[config.mk]
export PLATFORM = sky130hd
export DESIGN_NAME = ata_pre_stage
export DESIGN_NICKNAME = d
export VERILOG_FILES = /design/src/rtl/accel_tilt_angles_macros.svh /design/src/rtl/ata_pkg.sv /design/src/rtl/ata_pre_stage.sv
export SDC_FILE = /design/constraint.sdc
export NUM_CORES = 1
export LEC_CHECK = 0
export BUFFER_PORTS_ARGS = -buffer_cell sky130_fd_sc_hd__buf_2
export CORE_MARGIN = 3
export CORE_UTILIZATION = 40
export CTS_CLUSTER_DIAMETER = 120
export DETAILED_ROUTE_END_ITERATION = 10
export PLACE_DENSITY = 0.73
export SLEW_MARGIN = 30
export SYNTH_ARGS = -nofsm -noshare
export SYNTH_HDL_FRONTEND = slang
export SYNTH_SLANG_ARGS = --single-unit
[constraint.sdc]
create_clock -name clk -period 4.8 [get_ports clk]
set_input_delay 0.24 -clock clk [delete_from_list [all_inputs] [get_ports clk]]
set_output_delay 0.24 -clock clk [all_outputs]
set_load 0.02 [all_outputs]
[src/rtl/accel_tilt_angles_macros.svh]
// assertion macros for the accelerometer tilt angle block
// expects clk and rst_n in the scope where a macro is used
`ifndef ACCEL_TILT_ANGLES_MACROS_SVH
`define ACCEL_TILT_ANGLES_MACROS_SVH

// same-cycle implication
`define ATA_ASSERT_NOW(label, ante, cons, msg) \
  label: assert property (@(posedge clk) disable iff (!rst_n) (ante) |-> (cons)) \
    else $error(msg);

// next-cycle implication
`define ATA_ASSERT_NEXT(label, ante, cons, msg) \
  label: assert property (@(posedge clk) disable iff (!rst_n) (ante) |=> (cons)) \
    else $error(msg);

`endif

[src/rtl/ata_pkg.sv]
// shared types, constants and helper functions for the tilt angle cordic pipeline
// no dependencies
package ata_pkg;

  localparam int AXIS_W    = 16;
  localparam int ROLL_W    = 16;
  localparam int PITCH_W   = 15;
  localparam int GUARD     = 14;
  localparam int XW        = 34;
  localparam int ACC_W     = 27;
  localparam int MAG_W     = 31;
  localparam int GAIN_W    = 30;
  localparam int TABLE_LEN = 24;
  localparam int DEF_STEPS = 16;
  localparam int ATAN_W    = 22;

  localparam int ROLL_LIMIT  = 23040;
  localparam int PITCH_LIMIT = 11520;

  localparam logic signed [ACC_W-1:0] HALF_TURN = ACC_W'(180 * 65536);

  // atan(2^-i) in degrees times 65536
  localparam logic [ATAN_W-1:0] ATAN_DEG16 [TABLE_LEN] = '{
    22'd2949120, 22'd1740967, 22'd919879, 22'd466945, 22'd234379, 22'd117304,
    22'd58666,   22'd29335,   22'd14668,  22'd7334,   22'd3667,   22'd1833,
    22'd917,     22'd458,     22'd229,    22'd115,    22'd57,     22'd29,
    22'd14,      22'd7,       22'd4,      22'd2,      22'd1,      22'd0
  };

  typedef struct packed {
    logic               zero;
    logic [AXIS_W-1:0]  val;
  } side_t;

  typedef struct packed {
    logic signed [XW-1:0]    x;
    logic signed [XW-1:0]    y;
    logic signed [ACC_W-1:0] acc;
    side_t                   side;
  } cordic_t;

  function automatic logic [63:0] isqrt64(input logic [63:0] v_in);
    logic [63:0] v;
    logic [63:0] r;
    logic [63:0] b;
    v = v_in;
    r = '0;
    b = 64'd1 << 62;
    for (int j = 0; j < 32; j++) begin
      if (b > v) b = b >> 2;
    end
    for (int j = 0; j < 32; j++) begin
      if (b != 0) begin
        if (v >= r + b) begin
          v = v - (r + b);
          r = (r >> 1) + b;
        end else begin
          r = r >> 1;
        end
        b = b >> 2;
      end
    end
    return r;
  endfunction

  // inverse cordic gain in q30, evaluated at elaboration
  function automatic logic [GAIN_W-1:0] inv_gain_q30(input int n);
    logic [63:0] ksq;
    logic [63:0] k;
    logic [63:0] rem;
    logic [63:0] quo;
    ksq = 64'd1 << 60;
    for (int i = 0; i < TABLE_LEN; i++) begin
      if (i < n) ksq = ksq + (ksq >> (2 * i));
    end
    k = isqrt64(ksq);
    if (k == 0) k = 64'd1;
    // long division of 2^60 by k
    rem = '0;
    quo = '0;
    for (int b = 60; b >= 0; b--) begin
      rem = {rem[62:0], (b == 60)};
      if (rem >= k) begin
        rem = rem - k;
        quo[b] = 1'b1;
      end
    end
    return quo[GAIN_W-1:0];
  endfunction

  // round half up to 1/128 degree and saturate to +-lim
  function automatic logic signed [ROLL_W-1:0] to_angle(
    input logic signed [ACC_W-1:0] acc,
    input int                      lim
  );
    logic signed [ACC_W:0]   s;
    logic signed [ACC_W-9:0] q;
    logic signed [ACC_W-9:0] lim_s;
    s     = {acc[ACC_W-1], acc} + (ACC_W+1)'(256);
    q     = s[ACC_W:9];
    lim_s = (ACC_W-8)'(lim);
    if (q > lim_s) q = lim_s;
    if (q < -lim_s) q = -lim_s;
    return q[ROLL_W-1:0];
  endfunction

endpackage

[src/rtl/ata_pre_stage.sv]
// entry stage: scales the y and z axes and applies the half turn pre-rotation for negative z
// depends on ata_pkg
module ata_pre_stage (
  input  logic                       clk,
  input  logic                       rst_n,
  input  logic                       in_valid,
  output logic                       in_ready,
  input  logic signed [15:0]         accel_x,
  input  logic signed [15:0]         accel_y,
  input  logic signed [15:0]         accel_z,
  output logic                       out_valid,
  input  logic                       out_ready,
  output ata_pkg::cordic_t           out_data
);
  import ata_pkg::*;

  logic    valid_r, valid_nxt;
  cordic_t data_r, data_nxt;
  logic signed [XW-1:0] x0, y0;

  assign x0 = {{(XW-AXIS_W-GUARD){accel_z[AXIS_W-1]}}, accel_z, GUARD'(0)};
  assign y0 = {{(XW-AXIS_W-GUARD){accel_y[AXIS_W-1]}}, accel_y, GUARD'(0)};

  always_comb begin
    data_nxt.side.zero = (accel_y == '0) && (accel_z == '0);
    data_nxt.side.val  = accel_x;
    if (accel_z[AXIS_W-1]) begin
      data_nxt.x   = -x0;
      data_nxt.y   = -y0;
      data_nxt.acc = accel_y[AXIS_W-1] ? -HALF_TURN : HALF_TURN;
    end else begin
      data_nxt.x   = x0;
      data_nxt.y   = y0;
      data_nxt.acc = '0;
    end
  end

  assign in_ready  = !valid_r || out_ready;
  assign valid_nxt = in_ready ? in_valid : valid_r;

  always_ff @(posedge clk) begin
    if (!rst_n) valid_r <= 1'b0;
    else        valid_r <= valid_nxt;
  end

  always_ff @(posedge clk) begin
    if (in_valid && in_ready) data_r <= data_nxt;
  end

  assign out_valid = valid_r;
  assign out_data  = data_r;
endmodule

**Word level (Yosys, flattened, before mapping)**

Cells that the tools add are included.
Widths: inputs -> output; s select.

- Add/sub/neg operators: 2
- $mul: 0
- Divide/modulo/power cells: 0
- Magnitude comparators: 0
- Equal/unequal tests: 0
- Shifts and indexed selects: 0
- Multiplexer cells: 2
- Bitwise logic cells: 0
- Reductions and logical operators: 6

Operators with widths:

| kind | number |
|---|---|
| $mux 90 | 1 |
| $neg 30->34 | 2 |
| $logic_not 16->1 | 2 |
| $mux 27 | 1 |
| $logic_and 1x1->1 | 2 |
| $logic_not 1->1 | 1 |
| $logic_or 1x1->1 | 1 |

- Register bits after elaboration: 113
- Bits in latches: 0
- RAM bits: 0
- ROM bits: 0
- Bits of input ports: 52
- Output and inout port bits: 114
- Word-level logic and storage cells: 18
- Memories: 0

**Logic depth before layout (Yosys ltp)**

- Depth after elaboration: 3
- Gate-level depth with buffers: 6

**Worst setup path before layout**

No wires, ideal clock.

- Kind: register to register
- Start point: register valid_r, in the netlist out_valid
- End point: register data_r, in the netlist out_data[0], enable pin
- Arrival: 2070 ps
- Required time: 4376 ps
- Slack: 2306 ps
- Stages on the path, launching flop included: 3
- Buffers on the path: 0
- Period minus slack after synthesis: 2494 ps
- Path through: dfxtp_1 > nand2b_1 > and2_1

- Word-level cells in the longest chain between the ends: 3

RTL lines:

| what | line | source |
|---|---|---|
| from (decl) | ata_pre_stage.sv:17 | `logic valid_r, valid_nxt;` |
| from (signal assigned) | ata_pre_stage.sv:43 | `else valid_r <= valid_nxt;` |
| $logic_not 1->1 | ata_pre_stage.sv:38 | `assign in_ready = !valid_r \|\| out_ready;` |
| $logic_or 1x1->1 | ata_pre_stage.sv:38 |  |
| named net in_ready | ata_pre_stage.sv:7 | `output logic in_ready,` |
| $logic_and 1x1->1 | ata_pre_stage.sv:47 | `if (in_valid && in_ready) data_r <= data_nxt;` |
| to (signal assigned) | ata_pre_stage.sv:47 |  |
| to (decl) | ata_pre_stage.sv:18 | `cordic_t data_r, data_nxt;` |

The timed path passes the listed nets, and every way through them passes these cells.
A chain may end at the register's enable or synchronous reset.

==> reports/results.ini <==
[place]
hpwl_um = 4420
dp_slack_ps = 2770
place_congestion = 0.762
io_buffer_count = 119

[die]
core-area_mm2 = 0.00729
initial_core_util = 0.415
die_x_um = 93.0
dieArea_mm2 = 0.00865
io_pins = 166
floorplan.die.height_um = 93.0
rows = 31

[global_route]
grt_usage = 0.132
grt_max_degree = 61
grt_overflow_total = 0
grt_pass1_wl_um = 8760
grt_pass1_vias = 1887
antenna_found_initial = 0

[cells_and_area]
drive_above_1_share = 0.421
antenna_cells = 0
synthToLayoutAreaGrowth_pct = 22.1
nFillCells = 659
layout.nets = 396

[setup_path]
cp.arrival_ps = 1670
critPathMaxFanout = 5
crit_type = in -> reg
startpoint = accel_y[1]
cp-start-kind = input port
r2r-start = out_valid$_SDFFE_PN0N_
cp-end-kind = register
cp.required_ps = 4860

[pwr]
power.clock.fraction = 0.333
p_total_mw = 1.29
seqPwrFrac = 0.497
p_int_mw = 0.939
power.density_mw_per_mm2 = 350
power_switching_mw = 0.355
ir_drop_mv = 0.120
switching_share = 0.274
leakagePower_nw = 1.57
combPwrFrac = 0.171

[clocking]
cts_tree = built
cts_root_buf = clkbuf_8
ctsHoldBuffers = 0
cts_setup_buffers = 0
numCtsBuffers = 9
cts.sinks = 61
clk_pin_slew_ps = 60
htreeDepth = 3
clk_path_buf_depth = 2
clk_latency_ps = 330
cts_resized = 0

[hold_path]
hp-class = in -> reg
hold_start = accel_x[10]

[drt]
first_iter_violations = 88
drt_wl_total_um = 5980
ant_nets = 0
drc = 0
vias_per_cell = 4.51
vias = 2010
firstDrtPassIters = 4
wl_per_cell_um = 13.4

[sta]
fin_crit_ps = 1610
worst_slack_ps = 3190
fmax_mhz = 620
hold-worst-slack_ps = 85.7
hold_viol_final = 0
slew_viol_final = 0
finalCritPeriodShare = 0.336
skew_ps = 9.87
rsz0062_at_grt = false
relSlewSlack = 0.500
worstMarginPinSlew_ps = 750
tns_ps = 0
finalSetupViolations = 0

[synth]
synth_seq_area_share = 0.601
synth.distinct_cells = 29
synthCells = 223
yosys_warnings = 0
syn-cell-area_mm2 = 0.00303
synth.avg_cell_area_um2 = 13.6
synth_seq_cells = 61

[job]
maxCapViolCount = 0

[run_status]
status = finished clean

==> worst max-delay path, cell delays in order <==
cell	delay [ps]
buf_2	120
inv_1	60
ha_1	180
or4b_1	540
nor4_1	400
o21ai_0	130
==> registers in the layout (all words and copies together) (netlist names) <==
name	count
out_data	60
out_valid	1
==> cells in the final DEF (no fill, tap or decap), types with 2 or more instances in the layout <==
master and instances:
or4_1 3, buf_2 119, clkbuf_8 9, nor4_1 3
o41ai_2 5, clkinv_2 2, nand2b_1 6, ha_1 2
o31ai_1 9, edfxtp_1 60, conb_1 50, and2_1 2
or2_2 2, inv_1 6, or4_4 3, xnor2_1 27
o41ai_1 2, o21ai_0 12, clkbuf_1 2, nand2_1 4
or3_1 7
==> power groups by stage <==
stage          clock network (mW)  registers, mW  logic [mW]
6_report                    0.430          0.642       0.221
5_1_grt                     0.467          0.645       0.237
4_1_cts                     0.442          0.643       0.222
3_5_place_dp                    0          0.655       0.221
3_3_place_gp                    0          0.654       0.217
2_1_floorplan                   0          0.704       0.127
==> synth_stat cells (all sizes together) <==
library cell | number | share of area
a21boi | 1 | 0.0025
and2 | 3 | 0.0062
and3 | 1 | 0.0021
buf | 55 | 0.13
clkbuf | 6 | 0.0078
conb | 1 | 0.0012
dfxtp | 1 | 0.0066
edfxtp | 60 | 0.59
ha | 2 | 0.0083
inv | 6 | 0.0074
nand2 | 4 | 0.0050
nand2b | 6 | 0.012
nor2 | 1 | 0.0012
nor4 | 3 | 0.0062
o21ai | 12 | 0.020
o31ai | 9 | 0.022
o41ai | 8 | 0.042
or2 | 2 | 0.0041
or3 | 7 | 0.014
or3b | 1 | 0.0029
or4 | 6 | 0.019
or4b | 1 | 0.0033
xnor2 | 27 | 0.078
==> routing by layer <==
layer	up-vias	wire length, um	share of wire	GRT usage
met5	-	0	0	0
met4	0	109	0.018	0.0720
met3	9	630	0.11	0.0362
met2	118	2930	0.49	0.226
met1	942	2310	0.39	0.150
li1	941	-	-	-
==> kinds of logic (layout without fill, tap and decap cells) <==
kind of cell | after synthesis | after routing | share of synthesized area
fa+ha+maj | 2 | 2 | 0.00826
buf+inv | 67 | 142 | 0.148
xor+xnor | 27 | 27 | 0.0781
other cells | 1 | 50 | 0.00124
compound gates | 30 | 30 | 0.0863
simple gates | 35 | 35 | 0.0764
flops | 61 | 61 | 0.601
==> metrics by stage <==
step / instance area (um2) / util / std cells
6_report: 3700 / 0.507 / 446
3_3_place_gp: 3510 / 0.482 / 430
4_1_cts: 3700 / 0.507 / 446
5_1_grt: 3700 / 0.507 / 446
2_1_floorplan: 3210 / - / 272
3_5_place_dp: 3510 / 0.482 / 430
==> final cells by class <==
cell class,count,area (um2),share of cell area
well taps,99,124,0.0335
multi-input cells,144,943,0.255
inverters,6,22.5,0.00609
flip-flops and latches,61,1820,0.493
repair buffers,120,603,0.163
clock inverters,5,51.3,0.0139
clock buffers,11,131,0.0355
==> path summary, 6_finish.rpt <==
kind                                      end  slack, ps  depth (start not counted)
setup reg to reg  out_data[107]$_SDFFCE_PN0P_       3270                          3
hold reg to reg        out_valid$_SDFFE_PN0N_        520                          2
setup / recovery       out_data[76]$_DFFE_PP_       3190                          6
hold / removal         out_data[10]$_DFFE_PP_         90                          1
No activity file was read; power rests on OpenSTA's default activity.
