<file path="src/rtl/accel_tilt_angles_macros.svh">
// assertion macros for the accelerometer tilt angle block
// expects clk and rst_n in the scope where a macro is used
`ifndef ACCEL_TILT_ANGLES_MACROS_SVH
`define ACCEL_TILT_ANGLES_MACROS_SVH

// same-cycle implication
`define ATA_ASSERT_NOW(label, ante, cons, msg) \
  label: assert property (@(posedge clk) disable iff (!rst_n) (ante) |-> (cons)) \
    else $error(msg);

// next-cycle implication
`define ATA_ASSERT_NEXT(label, ante, cons, msg) \
  label: assert property (@(posedge clk) disable iff (!rst_n) (ante) |=> (cons)) \
    else $error(msg);

`endif

</file>
<file path="src/rtl/ata_pkg.sv">
// shared types, constants and helper functions for the tilt angle cordic pipeline
// no dependencies
package ata_pkg;

  localparam int AXIS_W    = 16;
  localparam int ROLL_W    = 16;
  localparam int PITCH_W   = 15;
  localparam int GUARD     = 14;
  localparam int XW        = 34;
  localparam int ACC_W     = 27;
  localparam int MAG_W     = 31;
  localparam int GAIN_W    = 30;
  localparam int TABLE_LEN = 24;
  localparam int DEF_STEPS = 16;
  localparam int ATAN_W    = 22;

  localparam int ROLL_LIMIT  = 23040;
  localparam int PITCH_LIMIT = 11520;

  localparam logic signed [ACC_W-1:0] HALF_TURN = ACC_W'(180 * 65536);

  // atan(2^-i) in degrees times 65536
  localparam logic [ATAN_W-1:0] ATAN_DEG16 [TABLE_LEN] = '{
    22'd2949120, 22'd1740967, 22'd919879, 22'd466945, 22'd234379, 22'd117304,
    22'd58666,   22'd29335,   22'd14668,  22'd7334,   22'd3667,   22'd1833,
    22'd917,     22'd458,     22'd229,    22'd115,    22'd57,     22'd29,
    22'd14,      22'd7,       22'd4,      22'd2,      22'd1,      22'd0
  };

  typedef struct packed {
    logic               zero;
    logic [AXIS_W-1:0]  val;
  } side_t;

  typedef struct packed {
    logic signed [XW-1:0]    x;
    logic signed [XW-1:0]    y;
    logic signed [ACC_W-1:0] acc;
    side_t                   side;
  } cordic_t;

  function automatic logic [63:0] isqrt64(input logic [63:0] v_in);
    logic [63:0] v;
    logic [63:0] r;
    logic [63:0] b;
    v = v_in;
    r = '0;
    b = 64'd1 << 62;
    for (int j = 0; j < 32; j++) begin
      if (b > v) b = b >> 2;
    end
    for (int j = 0; j < 32; j++) begin
      if (b != 0) begin
        if (v >= r + b) begin
          v = v - (r + b);
          r = (r >> 1) + b;
        end else begin
          r = r >> 1;
        end
        b = b >> 2;
      end
    end
    return r;
  endfunction

  // inverse cordic gain in q30, evaluated at elaboration
  function automatic logic [GAIN_W-1:0] inv_gain_q30(input int n);
    logic [63:0] ksq;
    logic [63:0] k;
    logic [63:0] rem;
    logic [63:0] quo;
    ksq = 64'd1 << 60;
    for (int i = 0; i < TABLE_LEN; i++) begin
      if (i < n) ksq = ksq + (ksq >> (2 * i));
    end
    k = isqrt64(ksq);
    if (k == 0) k = 64'd1;
    // long division of 2^60 by k
    rem = '0;
    quo = '0;
    for (int b = 60; b >= 0; b--) begin
      rem = {rem[62:0], (b == 60)};
      if (rem >= k) begin
        rem = rem - k;
        quo[b] = 1'b1;
      end
    end
    return quo[GAIN_W-1:0];
  endfunction

  // round half up to 1/128 degree and saturate to +-lim
  function automatic logic signed [ROLL_W-1:0] to_angle(
    input logic signed [ACC_W-1:0] acc,
    input int                      lim
  );
    logic signed [ACC_W:0]   s;
    logic signed [ACC_W-9:0] q;
    logic signed [ACC_W-9:0] lim_s;
    s     = {acc[ACC_W-1], acc} + (ACC_W+1)'(256);
    q     = s[ACC_W:9];
    lim_s = (ACC_W-8)'(lim);
    if (q > lim_s) q = lim_s;
    if (q < -lim_s) q = -lim_s;
    return q[ROLL_W-1:0];
  endfunction

endpackage

</file>
<file path="src/rtl/ata_cordic_cell.sv">
// one vectoring micro-rotation with a fixed shift, registered, handing on to the next cell
// depends on ata_pkg
module ata_cordic_cell #(
  parameter int SHIFT = 0
) (
  input  logic             clk,
  input  logic             rst_n,
  input  logic             in_valid,
  output logic             in_ready,
  input  ata_pkg::cordic_t in_data,
  output logic             out_valid,
  input  logic             out_ready,
  output ata_pkg::cordic_t out_data
);
  import ata_pkg::*;

  logic    valid_r, valid_nxt;
  cordic_t data_r, data_nxt;
  logic signed [XW-1:0]    xs, ys;
  logic signed [ACC_W-1:0] step;

  assign xs   = in_data.x >>> SHIFT;
  assign ys   = in_data.y >>> SHIFT;
  assign step = ACC_W'(ATAN_DEG16[SHIFT]);

  always_comb begin
    data_nxt = in_data;
    // a zero residual rotates as if positive
    if (!in_data.y[XW-1]) begin
      data_nxt.x   = in_data.x + ys;
      data_nxt.y   = in_data.y - xs;
      data_nxt.acc = in_data.acc + step;
    end else begin
      data_nxt.x   = in_data.x - ys;
      data_nxt.y   = in_data.y + xs;
      data_nxt.acc = in_data.acc - step;
    end
  end

  assign in_ready  = !valid_r || out_ready;
  assign valid_nxt = in_ready ? in_valid : valid_r;

  always_ff @(posedge clk) begin
    if (!rst_n) valid_r <= 1'b0;
    else        valid_r <= valid_nxt;
  end

  always_ff @(posedge clk) begin
    if (in_valid && in_ready) data_r <= data_nxt;
  end

  assign out_valid = valid_r;
  assign out_data  = data_r;
endmodule

</file>
<file path="config.mk">
export PLATFORM = sky130hd
export DESIGN_NAME = ata_cordic_cell
export DESIGN_NICKNAME = d
export VERILOG_FILES = /design/src/rtl/accel_tilt_angles_macros.svh /design/src/rtl/ata_pkg.sv /design/src/rtl/ata_cordic_cell.sv
export SDC_FILE = /design/constraint.sdc
export NUM_CORES = 1
export LEC_CHECK = 0
export BUFFER_PORTS_ARGS = -buffer_cell sky130_fd_sc_hd__buf_2
export CAP_MARGIN = 30
export CORE_AREA = 2 2 153 193
export CTS_BUF_LIST = sky130_fd_sc_hd__clkbuf_8
export CTS_CLUSTER_DIAMETER = 150
export DETAILED_ROUTE_END_ITERATION = 7
export DIE_AREA = 0 0 155 195
export PLACE_DENSITY = 0.57
export SLEW_MARGIN = 20
export SYNTH_ARGS = -nofsm -noshare
export SYNTH_HDL_FRONTEND = slang
export SYNTH_SLANG_ARGS = --single-unit
</file>
<file path="constraint.sdc">
create_clock -name clk -period 4.58 [get_ports clk]
set_input_delay 0 -clock clk [delete_from_list [all_inputs] [get_ports clk]]
set_output_delay 0 -clock clk [all_outputs]
set_load 0.01 [all_outputs]
</file>
* Word level (Yosys, flattened, before mapping)
Cells that the tools add are included.
Word-level totals: input port bits 116, register bits after elaboration 113, logic and storage cells 15, output and inout port bits 114
Operators by class: mux-type cells 1, reduce and logical (&&, ||, !) cells 3, add/sub/neg operators 5
Operators with widths (number):
- two-way mux 95 bit | 1
- subtractor 34 bit | 2
- adder 34 bit | 1
- adder 27 x 23 -> 27 bit (second input constant) | 1
- subtractor 27 x 23 -> 27 bit (second input constant) | 1
- logical AND 1 bit | 1
- logical NOT 1 bit | 1
- logical OR 1 bit | 1

* Logic depth before layout (Yosys ltp)
word-level depth 3, gate-level depth with buffers 13, depth with buffers taken out 11

* Worst setup path after synthesis
OpenSTA, ideal clock, no wires.
path kind register -> register, from register valid_r, in the netlist out_valid, to register data_r, in the netlist out_data[0] (enable), slack 1.018 ns, path buffers 0, setup time 0.483 ns, arrival time 3.079 ns, cell stages (with the launch flop) 3, path through dfxtp_1 > nand2b_1 > and2_1
On the way: longest elaborated chain between the ends 3
RTL lines:
- start, declared | RTL line ata_cordic_cell.sv:17 | logic valid_r, valid_nxt;
- start signal, assigned | RTL line ata_cordic_cell.sv:45 | else valid_r <= valid_nxt;
- logical NOT 1 bit | RTL line ata_cordic_cell.sv:40 | assign in_ready = !valid_r || out_ready;
- logical OR 1 bit | RTL line ata_cordic_cell.sv:40
- named net in_ready | RTL line ata_cordic_cell.sv:9 | output logic in_ready,
- logical AND 1 bit | RTL line ata_cordic_cell.sv:49 | if (in_valid && in_ready) data_r <= data_nxt;
- end signal, assigned | RTL line ata_cordic_cell.sv:49
- end, declared | RTL line ata_cordic_cell.sv:18 | cordic_t data_r, data_nxt;
The timed path passes the listed nets, and every way through them passes these cells. A chain may end at the register's enable or synchronous reset.

==> key figures <==
GRT
  – Total grt overflow: 0
  – Vias in the first global route: 8,908
  – Largest net degree at the start of global routing: 71
  – Antenna violations before repair: 0
  – Overall Global Routing Usage: 20.3%
  – First-pass GRT wire length: 48.3 mm

Setup path
  – Worst-path cell chain: dlygate4sd3_1, buf_2, ha_1, fa_1, nor2b_1, o211ai_1, a21oi_1, o21ai_0, o2111ai_1, and3_1, a2111oi_0, nand3_1
  – Setup CP Type: in2reg
  – CP startpoint kind: input port
  – Crit path from: in_data[78]
  – Crit-path max cell delay: 0.53 ns
  – Max Fanout on Critical Path: 4
  – Worst r2r src: out_valid$_SDFFE_PN0N_
  – R2R Setup Slk: 2.86 ns
  – Slowest cell on crit path: dlygate4sd3_1
  – CP endpoint kind: flop
  – Worst Path Required: 4.75 ns
  – Arr. time, crit path: 3.52 ns

Power
  – Logic gate share of total power: 38.6%
  – NetSw: 1160 uW
  – Pwr Density: 266 nW/um^2
  – Net Sw Frac: 37.0%
  – P_int: 1980 uW
  – Sequential Power Share: 42.0%
  – Clock power frac: 19.3%
  – Maximum VDD drop: 118 uV
  – Leakage Power: 0.00515 uW

Synthesis
  – Distinct cells, synth: 70
  – Async set or reset register ratio after synthesis: 0%
  – Synth Area per Inst: 8.89 um^2
  – Synthesized area: 9790 um^2
  – Syn nets: 1,331
  – Synth Warn #: 0
  – Main synth FF type: edfxtp_1
  – Count of state elements after synthesis: 112
  – Post-synth EDFFs: 111
  – Register area share after synthesis: 34.2%
  – Mapped Cells: 1,102

CTS
  – H-tree levels: 3
  – Root buffer cell: clkbuf_8
  – Max clock buf depth: 2
  – Clk_lat worst skew: 0.42 ns
  – Resized Gates After CTS: 0
  – # hold bufs at CTS: 38
  – Setup Buffers After CTS: 0
  – Clock sinks: 112
  – Register clock-pin slew on the reported worst setup and hold paths: 0.13 ns
  – CTS tree: built
  – Number of CTS-inserted buffers: 9

Placement
  – DP HPWL: 24.2 mm
  – GP Congestion: 0.931
  – Placed Area: 11,200 um^2
  – Port bufs: 229
  – Place WS: 1.24 ns

Routing
  – Total number of vias: 9,102
  – Wirelength per Cell: 18.4 um
  – DRC Markers: 0
  – Initial drt markers: 745
  – Vias per std cell: 5.36
  – WL final: 31.2 mm
  – DRT antenna net count: 0
  – Pre-antenna DRT Iters: 5

Timing
  – Fmax achieved: 298 MHz
  – RSZ-0062 raised after global routing: false
  – Minimum clock period: 3.36 ns
  – Worst Tran Pin Value: 0.946 ns
  – Clock skew: 0.0195 ns
  – Pins Over Slew Limit: 0
  – Hold WS: 0.0649 ns
  – Final Worst Setup Slack: 1.22 ns
  – Fin crit share: 73.3%
  – Finish-stage setup viols: 0
  – Final hold violation count: 0
  – Sum of negative setup slack: 0 ns
  – Max-Slew Margin vs Limit: 37.0%

Flow run
  – Max_cap viols: 0

Floorplan
  – Ports: 230
  – Die Wd: 155 um
  – Floorplan row count: 69
  – Initial Util: 34.7%
  – Die Span Y: 195 um
  – Core area: 28,200 um^2
  – DIE AREA: 30,200 um^2

Min path
  – Hold path start: in_data[37]
  – Worst hold path class: in2reg

Finish
  – Diode count: 0
  – Most frequent cells in the layout: buf_2, inv_1, edfxtp_1, ha_1, a21oi_1
  – Share of cells above drive strength 1: 19.7%
  – Commonest non-fill, non-tap cell in the layout: buf_2
  – Nets: 1,567
  – Design area: 11,800 um^2
  – Synthesis-to-finish area growth: 20.4%

Outcome
  – Status: completed
area by class of cell:
type                       instances  area [um^2]
fill                            2870        16400
multi-input combinational        826         5810
sequential                       112         3350
timing repair buffer             271         1560
tap                              355          444
inverter                         118          443
clock buffer                      10          138
clock inverter                     6         45.0
power by group through the flow:
stage               Combinational, uW  Sequential, uW  Clock (uW)
finish                           1210            1320         607
detailed placement               1180            1340           0
global route                     1340            1330         669
CTS                              1210            1320         640
floorplan                         705            1410           0
global placement                 1180            1340           0
flip-flops by register name, summed over array words and instances (netlist names):
register / flops
out_data: 111
out_valid: 1
layer usage:
metal	vias up	track usage (%)	share of wire, %
li1	4446	-	-
met1	4249	25.5	42
met4	0	8.13	3.2
met5	-	0	0
met2	357	35.0	49
met3	50	2.60	5.5
critical path: cells and delay by family:
family	cells	cell delay, ns
adder cells (fa/ha/maj)	2	0.62
AND/OR/NAND/NOR	3	0.59
buffers and inverters	2	0.66
AO/OA/AOI/OAI	5	1.64
cells in the mapped netlist (all sizes together), types with 4 or more instances:
library cell  count  share of area (%)
inv             118                4.5
edfxtp          111                 34
ha              109                 14
a21oi           107                5.5
nor2             92                3.5
o21ai            71                3.6
xnor2            60                5.4
nand2            57                2.2
nor3             34                1.7
clkbuf           30                1.2
o21bai           26                2.0
nand3            21                1.1
o31ai            19                1.5
a21o             16                1.2
buf              16               0.75
o21a             16                1.3
nand2b           15               0.96
mux2i            13                1.3
or3              13               0.93
nor2b            12               0.77
o211ai           11               0.84
a211oi            9               0.69
nand4             9               0.57
a22oi             8               0.61
xor2              8               0.72
a2111oi           7               0.63
a21boi            7               0.54
a221oi            7               0.69
a31oi             7               0.45
and3              7               0.45
o2111ai           7               0.63
o311ai            6               0.54
a211o             5               0.45
fa                4               0.82
o31a              4               0.36
or2               4               0.26
logic make-up after synthesis:
logic type	Yosys count	share of synthesized area, %
flops	112	34.2
simple gates	281	13.8
compound gates	351	23.4
xor+xnor	68	6.08
buf+inv	164	6.44
fa+ha+maj	113	14.7
mux	13	1.33
metrics by stage:
step | cells | utilization, % | total power (uW)
after floorplan | 1102 | - | 2110
after global placement | 1644 | 39.8 | 2520
after detailed placement | 1644 | 39.8 | 2520
after global routing | 1698 | 41.8 | 3340
final | 1698 | 41.8 | 3140
after CTS | 1698 | 41.8 | 3170
worst paths after layout:
check | endpoint | cells after the start
setup / recovery | out_data[72]$_DFFE_PP_ | 12
hold / removal | out_data[37]$_DFFE_PP_ | 4
setup reg to reg | out_data[54]$_DFFE_PP_ | 3
hold reg to reg | out_data[108]$_DFFE_PP_ | 3
Power figures use the tool's default switching activity.
