==> config.mk <==
export PLATFORM = sky130hd
export DESIGN_NAME = ata_gain_stage
export DESIGN_NICKNAME = d
export VERILOG_FILES = /design/src/rtl/accel_tilt_angles_macros.svh /design/src/rtl/ata_pkg.sv /design/src/rtl/ata_gain_stage.sv
export SDC_FILE = /design/constraint.sdc
export NUM_CORES = 1
export LEC_CHECK = 0
export BUFFER_PORTS_ARGS = -buffer_cell sky130_fd_sc_hd__buf_4
export CAP_MARGIN = 30
export CELL_PAD_IN_SITES_DETAIL_PLACEMENT = 0
export CELL_PAD_IN_SITES_GLOBAL_PLACEMENT = 1
export CORE_MARGIN = 8
export CORE_UTILIZATION = 31
export DETAILED_ROUTE_END_ITERATION = 7
export GPL_ROUTABILITY_DRIVEN = 0
export GPL_TIMING_DRIVEN = 0
export PLACE_DENSITY = 0.55
export SLEW_MARGIN = 20
export SYNTH_ARGS = -nofsm -noshare
export SYNTH_HDL_FRONTEND = slang
export SYNTH_SLANG_ARGS = --single-unit
export TNS_END_PERCENT = 30
==> constraint.sdc <==
create_clock -name clk -period 9.6 [get_ports clk]
set_input_delay 0.96 -clock clk [delete_from_list [all_inputs] [get_ports clk]]
set_output_delay 0.96 -clock clk [all_outputs]
set_load 0.01 [all_outputs]
==> src/rtl/accel_tilt_angles_macros.svh <==
// assertion macros for the accelerometer tilt angle block
// expects clk and rst_n in the scope where a macro is used
`ifndef ACCEL_TILT_ANGLES_MACROS_SVH
`define ACCEL_TILT_ANGLES_MACROS_SVH

// same-cycle implication
`define ATA_ASSERT_NOW(label, ante, cons, msg) \
  label: assert property (@(posedge clk) disable iff (!rst_n) (ante) |-> (cons)) \
    else $error(msg);

// next-cycle implication
`define ATA_ASSERT_NEXT(label, ante, cons, msg) \
  label: assert property (@(posedge clk) disable iff (!rst_n) (ante) |=> (cons)) \
    else $error(msg);

`endif

==> src/rtl/ata_pkg.sv <==
// shared types, constants and helper functions for the tilt angle cordic pipeline
// no dependencies
package ata_pkg;

  localparam int AXIS_W    = 16;
  localparam int ROLL_W    = 16;
  localparam int PITCH_W   = 15;
  localparam int GUARD     = 14;
  localparam int XW        = 34;
  localparam int ACC_W     = 27;
  localparam int MAG_W     = 31;
  localparam int GAIN_W    = 30;
  localparam int TABLE_LEN = 24;
  localparam int DEF_STEPS = 16;
  localparam int ATAN_W    = 22;

  localparam int ROLL_LIMIT  = 23040;
  localparam int PITCH_LIMIT = 11520;

  localparam logic signed [ACC_W-1:0] HALF_TURN = ACC_W'(180 * 65536);

  // atan(2^-i) in degrees times 65536
  localparam logic [ATAN_W-1:0] ATAN_DEG16 [TABLE_LEN] = '{
    22'd2949120, 22'd1740967, 22'd919879, 22'd466945, 22'd234379, 22'd117304,
    22'd58666,   22'd29335,   22'd14668,  22'd7334,   22'd3667,   22'd1833,
    22'd917,     22'd458,     22'd229,    22'd115,    22'd57,     22'd29,
    22'd14,      22'd7,       22'd4,      22'd2,      22'd1,      22'd0
  };

  typedef struct packed {
    logic               zero;
    logic [AXIS_W-1:0]  val;
  } side_t;

  typedef struct packed {
    logic signed [XW-1:0]    x;
    logic signed [XW-1:0]    y;
    logic signed [ACC_W-1:0] acc;
    side_t                   side;
  } cordic_t;

  function automatic logic [63:0] isqrt64(input logic [63:0] v_in);
    logic [63:0] v;
    logic [63:0] r;
    logic [63:0] b;
    v = v_in;
    r = '0;
    b = 64'd1 << 62;
    for (int j = 0; j < 32; j++) begin
      if (b > v) b = b >> 2;
    end
    for (int j = 0; j < 32; j++) begin
      if (b != 0) begin
        if (v >= r + b) begin
          v = v - (r + b);
          r = (r >> 1) + b;
        end else begin
          r = r >> 1;
        end
        b = b >> 2;
      end
    end
    return r;
  endfunction

  // inverse cordic gain in q30, evaluated at elaboration
  function automatic logic [GAIN_W-1:0] inv_gain_q30(input int n);
    logic [63:0] ksq;
    logic [63:0] k;
    logic [63:0] rem;
    logic [63:0] quo;
    ksq = 64'd1 << 60;
    for (int i = 0; i < TABLE_LEN; i++) begin
      if (i < n) ksq = ksq + (ksq >> (2 * i));
    end
    k = isqrt64(ksq);
    if (k == 0) k = 64'd1;
    // long division of 2^60 by k
    rem = '0;
    quo = '0;
    for (int b = 60; b >= 0; b--) begin
      rem = {rem[62:0], (b == 60)};
      if (rem >= k) begin
        rem = rem - k;
        quo[b] = 1'b1;
      end
    end
    return quo[GAIN_W-1:0];
  endfunction

  // round half up to 1/128 degree and saturate to +-lim
  function automatic logic signed [ROLL_W-1:0] to_angle(
    input logic signed [ACC_W-1:0] acc,
    input int                      lim
  );
    logic signed [ACC_W:0]   s;
    logic signed [ACC_W-9:0] q;
    logic signed [ACC_W-9:0] lim_s;
    s     = {acc[ACC_W-1], acc} + (ACC_W+1)'(256);
    q     = s[ACC_W:9];
    lim_s = (ACC_W-8)'(lim);
    if (q > lim_s) q = lim_s;
    if (q < -lim_s) q = -lim_s;
    return q[ROLL_W-1:0];
  endfunction

endpackage

==> src/rtl/ata_gain_stage.sv <==
// between the chains: forms roll, scales the roll magnitude by the inverse gain,
// and sets up the pitch vector; depends on ata_pkg
module ata_gain_stage #(
  parameter int STEPS = ata_pkg::DEF_STEPS
) (
  input  logic             clk,
  input  logic             rst_n,
  input  logic             in_valid,
  output logic             in_ready,
  input  ata_pkg::cordic_t in_data,
  output logic             out_valid,
  input  logic             out_ready,
  output ata_pkg::cordic_t out_data
);
  import ata_pkg::*;

  localparam logic [GAIN_W-1:0] INVK = inv_gain_q30(STEPS);

  logic                        valid_r, valid_nxt;
  logic [MAG_W+GAIN_W-1:0]     prod_r, prod_nxt;
  logic signed [AXIS_W-1:0]    ax_r;
  logic signed [ROLL_W-1:0]    roll_r, roll_nxt;
  logic [MAG_W-1:0]            mag;
  logic [MAG_W-1:0]            r;
  logic signed [XW-1:0]        ax_ext;

  always_comb begin
    roll_nxt = in_data.side.zero ? '0 : to_angle(in_data.acc, ROLL_LIMIT);
    if (!in_data.side.zero && !in_data.x[XW-1] && (in_data.x != '0))
      mag = in_data.x[MAG_W-1:0];
    else
      mag = '0;
    prod_nxt = {{GAIN_W{1'b0}}, mag} * {{MAG_W{1'b0}}, INVK};
  end

  assign in_ready  = !valid_r || out_ready;
  assign valid_nxt = in_ready ? in_valid : valid_r;

  always_ff @(posedge clk) begin
    if (!rst_n) valid_r <= 1'b0;
    else        valid_r <= valid_nxt;
  end

  always_ff @(posedge clk) begin
    if (in_valid && in_ready) begin
      prod_r <= prod_nxt;
      ax_r   <= in_data.side.val;
      roll_r <= roll_nxt;
    end
  end

  assign r      = prod_r[MAG_W+GAIN_W-1:GAIN_W];
  assign ax_ext = {{(XW-AXIS_W-GUARD){ax_r[AXIS_W-1]}}, ax_r, GUARD'(0)};

  always_comb begin
    out_data.x         = {{(XW-MAG_W){1'b0}}, r};
    out_data.y         = -ax_ext;
    out_data.acc       = '0;
    // pitch of a null vector stays zero
    out_data.side.zero = (r == '0) && (ax_r == '0);
    out_data.side.val  = roll_r;
  end

  assign out_valid = valid_r;
endmodule

# Word level (Yosys, flattened, before mapping)
# Index checks and enable logic that the tools add are counted.
# op_classes
mul	1
magnitude_cmp	2
addsub	2
n_mux	3
n_reduce_logical	12
# ops
cell	count
$mul A31 B29 Y60 const B	1
$neg A30 Y34	1
$reduce_bool A34 Y1	1
$logic_not A31 Y1	1
$mux W31	1
$add A27 B10 Y28 const B	1
$gt A19 B16 Y1 const B	1
$lt A19 B16 Y1 const B	1
$mux W19	1
$logic_not A16 Y1	1
$mux W16	1
$logic_and A1 B1 Y1	4
$logic_not A1 Y1	3
$reduce_or A2 Y1	1
$logic_or A1 B1 Y1	1
# word_totals
word_cells	25
inputBits	116
ff_bits	93
out_inout_bits	114

# Logic depth before layout (Yosys ltp)
# Gate-level depths: netlist (run 1).
# depth
word_depth	5
ltp_mapped	30
depth_no_buf	29

# Least setup slack after synthesis (run 1)
# No wires, ideal clock.
# synth_path
path_type	input to register
start	in in_data[90] in the netlist's numbering
end	reg prod_r[53] (data pin)
path_buffers	1
path_slack_ns	0.898
path_stages	27
required_ns	9.336
setup_time_ns	0.264
arrival_ns	8.438
path_cell_list	or4_1 nor4_1 a211oi_1 clkbuf_1 nand2_1 inv_1 ha_1 fa_1 inv_1 fa_1 fa_1 inv_1 fa_1 fa_1 fa_1 inv_1 fa_1 inv_1 ha_1 a21o_1 a221oi_1 o21bai_1 or2_2 o21ai_1 o21ai_0 a221oi_1 xnor2_1
# synth_via
elab_chain_cells	4
# synth_rtl
item	line_no	text
from (decl)	ata_gain_stage.sv:10	input ata_pkg::cordic_t in_data,
$reduce_bool A34 Y1	ata_gain_stage.sv:29	if (!in_data.side.zero && !in_data.x[XW-1] && (in_data.x != '0))
$logic_and A1 B1 Y1	ata_gain_stage.sv:29	
$mux W31 *	ata_gain_stage.sv:29	
$mul A31 B29 Y60 *	ata_gain_stage.sv:33	prod_nxt = {{GAIN_W{1'b0}}, mag} * {{MAG_W{1'b0}}, INVK};
via prod_nxt[53]	ata_gain_stage.sv:20	logic [MAG_W+GAIN_W-1:0] prod_r, prod_nxt;
to (signal assigned)	ata_gain_stage.sv:46	prod_r <= prod_nxt;
to (decl)	ata_gain_stage.sv:20	
# The timed path passes the listed nets; every way through them passes the cells marked *.
# A chain may end at the register's enable or synchronous reset.

# Worst setup path after layout (run 1)
# layout_path
start	in in_data[79] in the netlist's numbering
end	reg prod_r[53] (data pin)
# The elaborated chain is that of the path after synthesis.

==> summary.txt, run 1 <==
# IOs -> 230
Max-capacitance violation count -> 0
Detail Route Antenna Nets -> 0
H-tree depth -> 3
Yosys Warn Count -> 0
Ys flop type -> edfxtp_1
Final Hold Viols -> 0
Max clock buf depth -> 2
Ys async rst share -> 0%
Critical Path RT -> 9690 ps
Worst min path class -> flop to flop
Post-synthesis sequential area ratio -> 9.15%
Setup repair after global routing missed its margin -> yes
Synthesized flop and latch total -> 64
Number of global-route vias before repair -> 15726
Post-synth top area share -> 42.1%
Gr ovfl total -> 0
Sum Neg Setup Slack -> 0 ps
Peak VDD IR -> 202 uV
Via/cell ratio -> 4.56
CTS Sinks -> 64
Initial Util -> 31.2%
WP data arrival -> 9380 ps
Fin crit share -> 96.8%
CTS Root Cell -> clkbuf_16
Nets -> 3152
Type of origin of the critical path -> primary input
DPL Wire Length -> 56300 um
Slew Limit Fails -> 0
Wire length per cell -> 19.7 um
Total CTS buffers -> 9
Post-synthesis cell area -> 0.0209 mm^2
Die area -> 0.0760 mm^2
Final worst path period need -> 9290 ps
Rows -> 95
DRC violation count after routing -> 0
Synthesized instance count -> 2016
Synthesized area per cell -> 10.4 um^2
Core area -> 0.0669 mm^2
Total chip power -> 5.85 mW
Critical Path End Type -> flop
Critical path peak fanout -> 10
Setup Viol. Count Final -> 0
Post-synth top area cell -> fa_1
Die Height -> 276 um
Drt first pass iters -> 5
Worst slew pin tran -> 867 ps
Max_slew headroom -> 41.6%
Iter 0 DRT Violations -> 668
Setup Crit Path Kind -> primary input to flop
Initial antenna violation count -> 0
Global-route wire length before repair -> 94700 um
CTS tree -> done
Leak -> 12.7 nW
Slowest CP cell -> fa_1
Clock Pin Slew Worst Setup and Hold Paths -> 60 ps
Layout cells sized above 1 -> 15.1%
Vias post-DR -> 14249
Synth cell types -> 66
EDFF count, synth -> 63
PortBufs -> 136
Power density over cell area -> 242 mW/mm^2
Reg2reg setup slack -> 8230 ps
Top cells by area, synth -> fa_1 (42%), ha_1 (21%), inv_1 (10%)
Area Overhead vs Synth -> 15.8%
Worst skew pair latency -> 350 ps
Routed WL -> 61500 um
CP dominant cell by count -> fa_1
Clock Skew -> 7.44 ps
Status -> complete, no violations
Overall Global Routing Usage -> 16.6%
Die width -> 276 um
CP peak stage delay -> 630 ps
# diodes -> 0
Max Clk Rate -> 108 MHz
CTS Hold Buffers Added -> 0
Largest net degree at the start of global routing -> 51
## cells by family (layout without fill, tap and decap cells)
kind of cell | count (synthesis) | in the layout | share of synthesized area, %
adder cells (fa/ha/maj) | 789 | 789 | 63.0
buffers and inverters | 640 | 833 | 12.4
AND/OR/NAND/NOR | 274 | 274 | 6.77
AO/OA/AOI/OAI | 184 | 184 | 5.96
flip-flops | 64 | 64 | 9.15
XOR/XNOR | 61 | 61 | 2.56
multiplexers | 3 | 3 | 0.150
other | 1 | 44 | 0.0179
## sequential cells by signal, indices dropped and copies added, names as in the netlist
signal     cells
ax_r          16
out_valid      1
prod_r        31
roll_r        16
## stage by stage
stage	utilization, %	setup WS (ps)	cell area, um^2	std cells	hold WS, ps
after floorplan	-	898	21100	2059	610
after global placement	34.6	-1030	23200	3068	509
after detailed placement	34.7	-1030	23200	3069	543
after CTS	35.6	0.488	23900	3102	555
after global routing	36.1	-93.4	24200	3125	590
final	36.1	307	24200	3125	554
## final timing paths
kind / depth (start not counted) / start / end
worst min register to register: 2 / out_valid / out_valid
worst max register to register: 3 / out_valid / prod_r[58]
worst max-delay path: 29 / in_data[79] / prod_r[53]
worst min-delay path: 2 / out_valid / out_valid
## final cells by class
type | count | area (um^2)
Buffer | 62 | 423
Clock buffer | 9 | 225
Clock inverter | 7 | 119
Fill cell | 6840 | 42700
Inverter | 578 | 2230
Multi-Input combinational cell | 1355 | 16800
Sequential cell | 64 | 1910
Tap cell | 873 | 1090
Timing Repair Buffer | 177 | 1350
## what timing repair did
action,in CTS,in global routing
gates resized for setup,48,46
pin swaps,1,1
setup endpoints to repair,24,19
hold endpoints to repair,0,0
buffers inserted,17,23
## Yosys cell counts, types with 7 or more instances
library cell / number
inv_1: 578
fa_1: 439
ha_1: 350
nand2_1: 83
edfxtp_1: 63
a21oi_1: 50
nor2_1: 49
buf_4: 47
xnor2_1: 40
o21ai_0: 26
nor4_1: 24
nand3_1: 21
xor2_1: 21
a21o_1: 20
nor3_1: 17
nand4_1: 15
and3_1: 11
o21a_1: 11
o21bai_1: 10
a211oi_1: 9
clkbuf_1: 9
nor2_2: 9
o21ai_1: 9
and2_1: 8
nand2b_1: 8
o211ai_1: 7
o31ai_1: 7
## placed cells by master (no fill, tap or decap), types with 4 or more instances in the layout
cell type / count
nor4_2: 4
inv_1: 561
o21ai_1: 8
nor2_1: 49
edfxtp_1: 63
nand3_1: 21
nor4_1: 21
nor3_1: 16
nand2_1: 61
nor2_2: 9
or4_1: 6
ha_1: 342
and2_1: 7
o21ai_0: 24
fa_1: 439
nand2b_1: 8
nand2_4: 14
and3_1: 11
a21o_1: 20
xor2_1: 21
clkbuf_1: 6
xnor2_1: 40
buf_4: 224
o211ai_1: 7
o21ai_2: 4
clkinvlp_4: 19
nand4_1: 15
o21bai_1: 10
a211oi_1: 7
buf_2: 8
conb_1: 44
o31ai_1: 5
o21a_1: 11
nand2_2: 9
or2_2: 4
a21oi_1: 48
a221oi_1: 5
clkbuf_16: 9
ha_2: 8
## worst max-delay path, delay by kind of cell
| family | cells | cell delay [ps] |
|---|---|---|
| buf+inv | 7 | 880 |
| xor+xnor | 1 | 130 |
| compound gates | 6 | 1420 |
| fa+ha+maj | 9 | 4540 |
| simple gates | 6 | 1440 |
## power by group
group	switching (mW)	internal, mW	leakage [nW]
combinational	2.96	1.95	11.9
clock	0.132	0.254	0.162
sequential	0.0414	0.509	0.625
total	3.13	2.72	12.7
## metal layers
| metal | wire length, um | up-vias | GRT usage (%) |
|---|---|---|---|
| li1 | - | 6726 | - |
| met1 | 27300 | 7285 | 21.9 |
| met2 | 31400 | 193 | 29.2 |
| met3 | 1630 | 45 | 1.92 |
| met4 | 1220 | 0 | 3.15 |
| met5 | 0 | - | 0 |
No activity file was read; power rests on OpenSTA's default activity.
==> run 2, diff against run 1 <==
--- a/config.mk
+++ b/config.mk
@@ -14,7 +14,7 @@
 export DETAILED_ROUTE_END_ITERATION = 7
 export GPL_ROUTABILITY_DRIVEN = 0
 export GPL_TIMING_DRIVEN = 0
-export PLACE_DENSITY = 0.55
+export PLACE_DENSITY_LB_ADDON = 0.1
 export SLEW_MARGIN = 20
 export SYNTH_ARGS = -nofsm -noshare
 export SYNTH_HDL_FRONTEND = slang
==> constraint.sdc (replaced) <==
create_clock -name clk -period 9.9 [get_ports clk]
set_input_delay 0.99 -clock clk [delete_from_list [all_inputs] [get_ports clk]]
set_output_delay 0.99 -clock clk [all_outputs]
set_load 0.01 [all_outputs]
==> summary.txt, run 2 (synthesis gave the netlist of run 1 again) <==
Drt first pass iters -> 5 (unchanged)
Power density over cell area -> 237 mW/mm^2 (-2.0%)
Setup Crit Path Kind -> primary input to flop
RR Endpoint -> prod_r[57]
Die Height -> 276 um (unchanged)
Final worst path period need -> 9480 ps
Critical path's top delay family -> adder cells
DRC violation count after routing -> 0 (unchanged)
Max reg flops -> 31 (unchanged)
CP bufs+invs -> 7 (unchanged)
Critical path peak fanout -> 10 (unchanged)
Pre-CTS setup slack -> -985 ps (+49.0 ps)
Reg2reg start -> out_valid
Worst min path class -> flop to flop
CP dominant cell by count -> fa_1
Hold path start -> out_valid
Critical Path RT -> 9990 ps (+300 ps)
Fin crit share -> 95.7%
# IOs -> 230 (unchanged)
Overall Global Routing Usage -> 17.2% (+0.63 points)
Worst Slack Setup Final -> 422 ps (+115 ps)
Max-capacitance violation count -> 0 (unchanged)
Largest regs -> prod_r (31), ax_r (16), roll_r (16)
Via/cell ratio -> 4.56 (about the same)
WP data arrival -> 9570 ps (+190 ps)
Max Clk Rate -> 106 MHz
Routed WL -> 63200 um (+2.8%)
H-tree depth -> 3 (unchanged)
Max clock buf depth -> 2 (unchanged)
# diodes -> 0 (unchanged)
Rows -> 95 (unchanged)
Critical Path End Type -> flop
CTS Sinks -> 64 (unchanged)
Endpoint of the worst hold path -> out_valid
Leak -> 12.6 nW (-0.34%)
Status -> complete, no violations
Initial Util -> 31.2% (unchanged)
Vias post-DR -> 14199 (-0.35%)
CTS tree -> done
Setup Viol. Count Final -> 0 (unchanged)
Worst r2r path cells -> 3 (unchanged)
Die area -> 0.0760 mm^2 (unchanged)
FILL cells -> 6861 (+0.31%)
Detail Route Antenna Nets -> 0 (unchanged)
Core area -> 0.0669 mm^2 (unchanged)
Total CTS buffers -> 9 (unchanged)
Area Overhead vs Synth -> 14.6%
Most common cell after layout, fill and taps aside -> inv_1
Global-route wire length before repair -> 97900 um (+3.4%)
PortBufs -> 136 (unchanged)
Fin area -> 0.0240 mm^2 (-0.96%)
Worst skew pair latency -> 340 ps (about the same)
Clock Skew -> 5.86 ps (-1.58 ps)
Slowest CP cell -> fa_1
Hold depth -> 2 (unchanged)
Largest net degree at the start of global routing -> 33 (-35%)
CTS Root Cell -> clkbuf_16
Nets -> 3138 (-0.44%)
Number of global-route vias before repair -> 16135 (+2.6%)
Setup repair after global routing missed its margin -> no
Most frequent cells in the layout -> inv_1 (568), fa_1 (439), ha_1 (349), buf_4 (210), nand2_1 (65)
DPL Wire Length -> 57800 um (+2.6%)
CP peak stage delay -> 650 ps (+20 ps)
Die width -> 276 um (unchanged)
Worst slew pin tran -> 812 ps (-54.9 ps)
Max_slew headroom -> 45.4% (+3.8 points)
Gr ovfl total -> 0 (unchanged)
Peak VDD IR -> 194 uV (-3.8%)
Layout cells sized above 1 -> 13.8% (-1.4 points)
Initial antenna violation count -> 1 (+1)
Reg2reg setup slack -> 8420 ps (+190 ps)
Slew Limit Fails -> 0 (unchanged)
Clock Pin Slew Worst Setup and Hold Paths -> 60 ps (about the same)
Type of origin of the critical path -> primary input
Sum Neg Setup Slack -> 0 ps (unchanged)
Hold WS -> 562 ps (+7.64 ps)
Iter 0 DRT Violations -> 532 (-20%)
Final Hold Viols -> 0 (unchanged)
Placed Area -> 0.0232 mm^2 (about the same)
CTS Hold Buffers Added -> 0 (unchanged)
Top reg by flops -> prod_r
Wire length per cell -> 20.3 um (+3.2%)
-- run 2: cell types whose count changed in the layout (fill, tap and decap cells not counted), moves of 2 or more --
cell / change
nand2_1: +4
clkbuf_8: +2
inv_1: +7
nand2_4: -2
buf_4: -14
ha_2: -7
bufinv_16: -2
nand2_2: -2
clkinvlp_4: -7
ha_1: +7
-- run 2: what timing repair did --
| item | 4_1_cts | 5_1_grt |
|---|---|---|
| setup endpoints to repair | 21 | 15 |
| resized for setup | 32 | 38 |
| buffers inserted | 17 | 9 |
| pin swaps | 0 | 2 |
-- run 2: area by class of cell --
cell class / instances / area [um^2] / area share (%)
clock inverter: 5 / 55.1 / 0.230
timing repair buffer: 163 / 1240 / 5.16
inverter: 578 / 2210 / 9.21
clock buffer: 11 / 253 / 1.06
multi-input combinational: 1355 / 16800 / 70.0
buffer: 62 / 423 / 1.77
sequential: 64 / 1910 / 7.98
tap: 873 / 1090 / 4.56
-- run 2: power by group --
group,leakage [nW],internal (mW),switching [mW],total (mW)
Sequential,0.625,0.494,0.0372,0.531
Combinational,11.9,1.92,2.90,4.82
Clock,0.148,0.207,0.120,0.327
-- run 2: worst reg2reg max path: stages, from the launching register on --
cell	delay, ps
dfxtp_1	310
nand2b_1	110
and2_4	450
buf_12	260
-- run 2: worst max path at each step --
stage	end	slack (ps)	start	depth (start not counted)
after floorplan	prod_r[53]	1170	in_data[90]	27
after global routing	prod_r[58]	2	in_data[92]	29
final	prod_r[51]	420	in_data[90]	28
after global placement	prod_r[58]	-860	in_data[79]	29
after detailed placement	prod_r[58]	-980	in_data[79]	29
after CTS	prod_r[58]	30	in_data[90]	28
-- run 2: metrics by stage --
step | util [%] | total power [mW] | std cells
2_1_floorplan | - | 3.75 | 2059
3_3_place_gp | 34.6 | 5.33 | 3068
3_5_place_dp | 34.7 | 5.29 | 3069
4_1_cts | 35.5 | 5.72 | 3102
5_1_grt | 35.8 | 6.34 | 3111
6_report | 35.8 | 5.68 | 3111
-- run 2: routing by layer --
metal	track usage, %	wire length, um	vias to the layer above
met3	2.35	2040	53
met4	3.75	1510	0
met5	0	0	-
met1	22.1	27400	7253
met2	30.7	32300	207
li1	-	-	6686
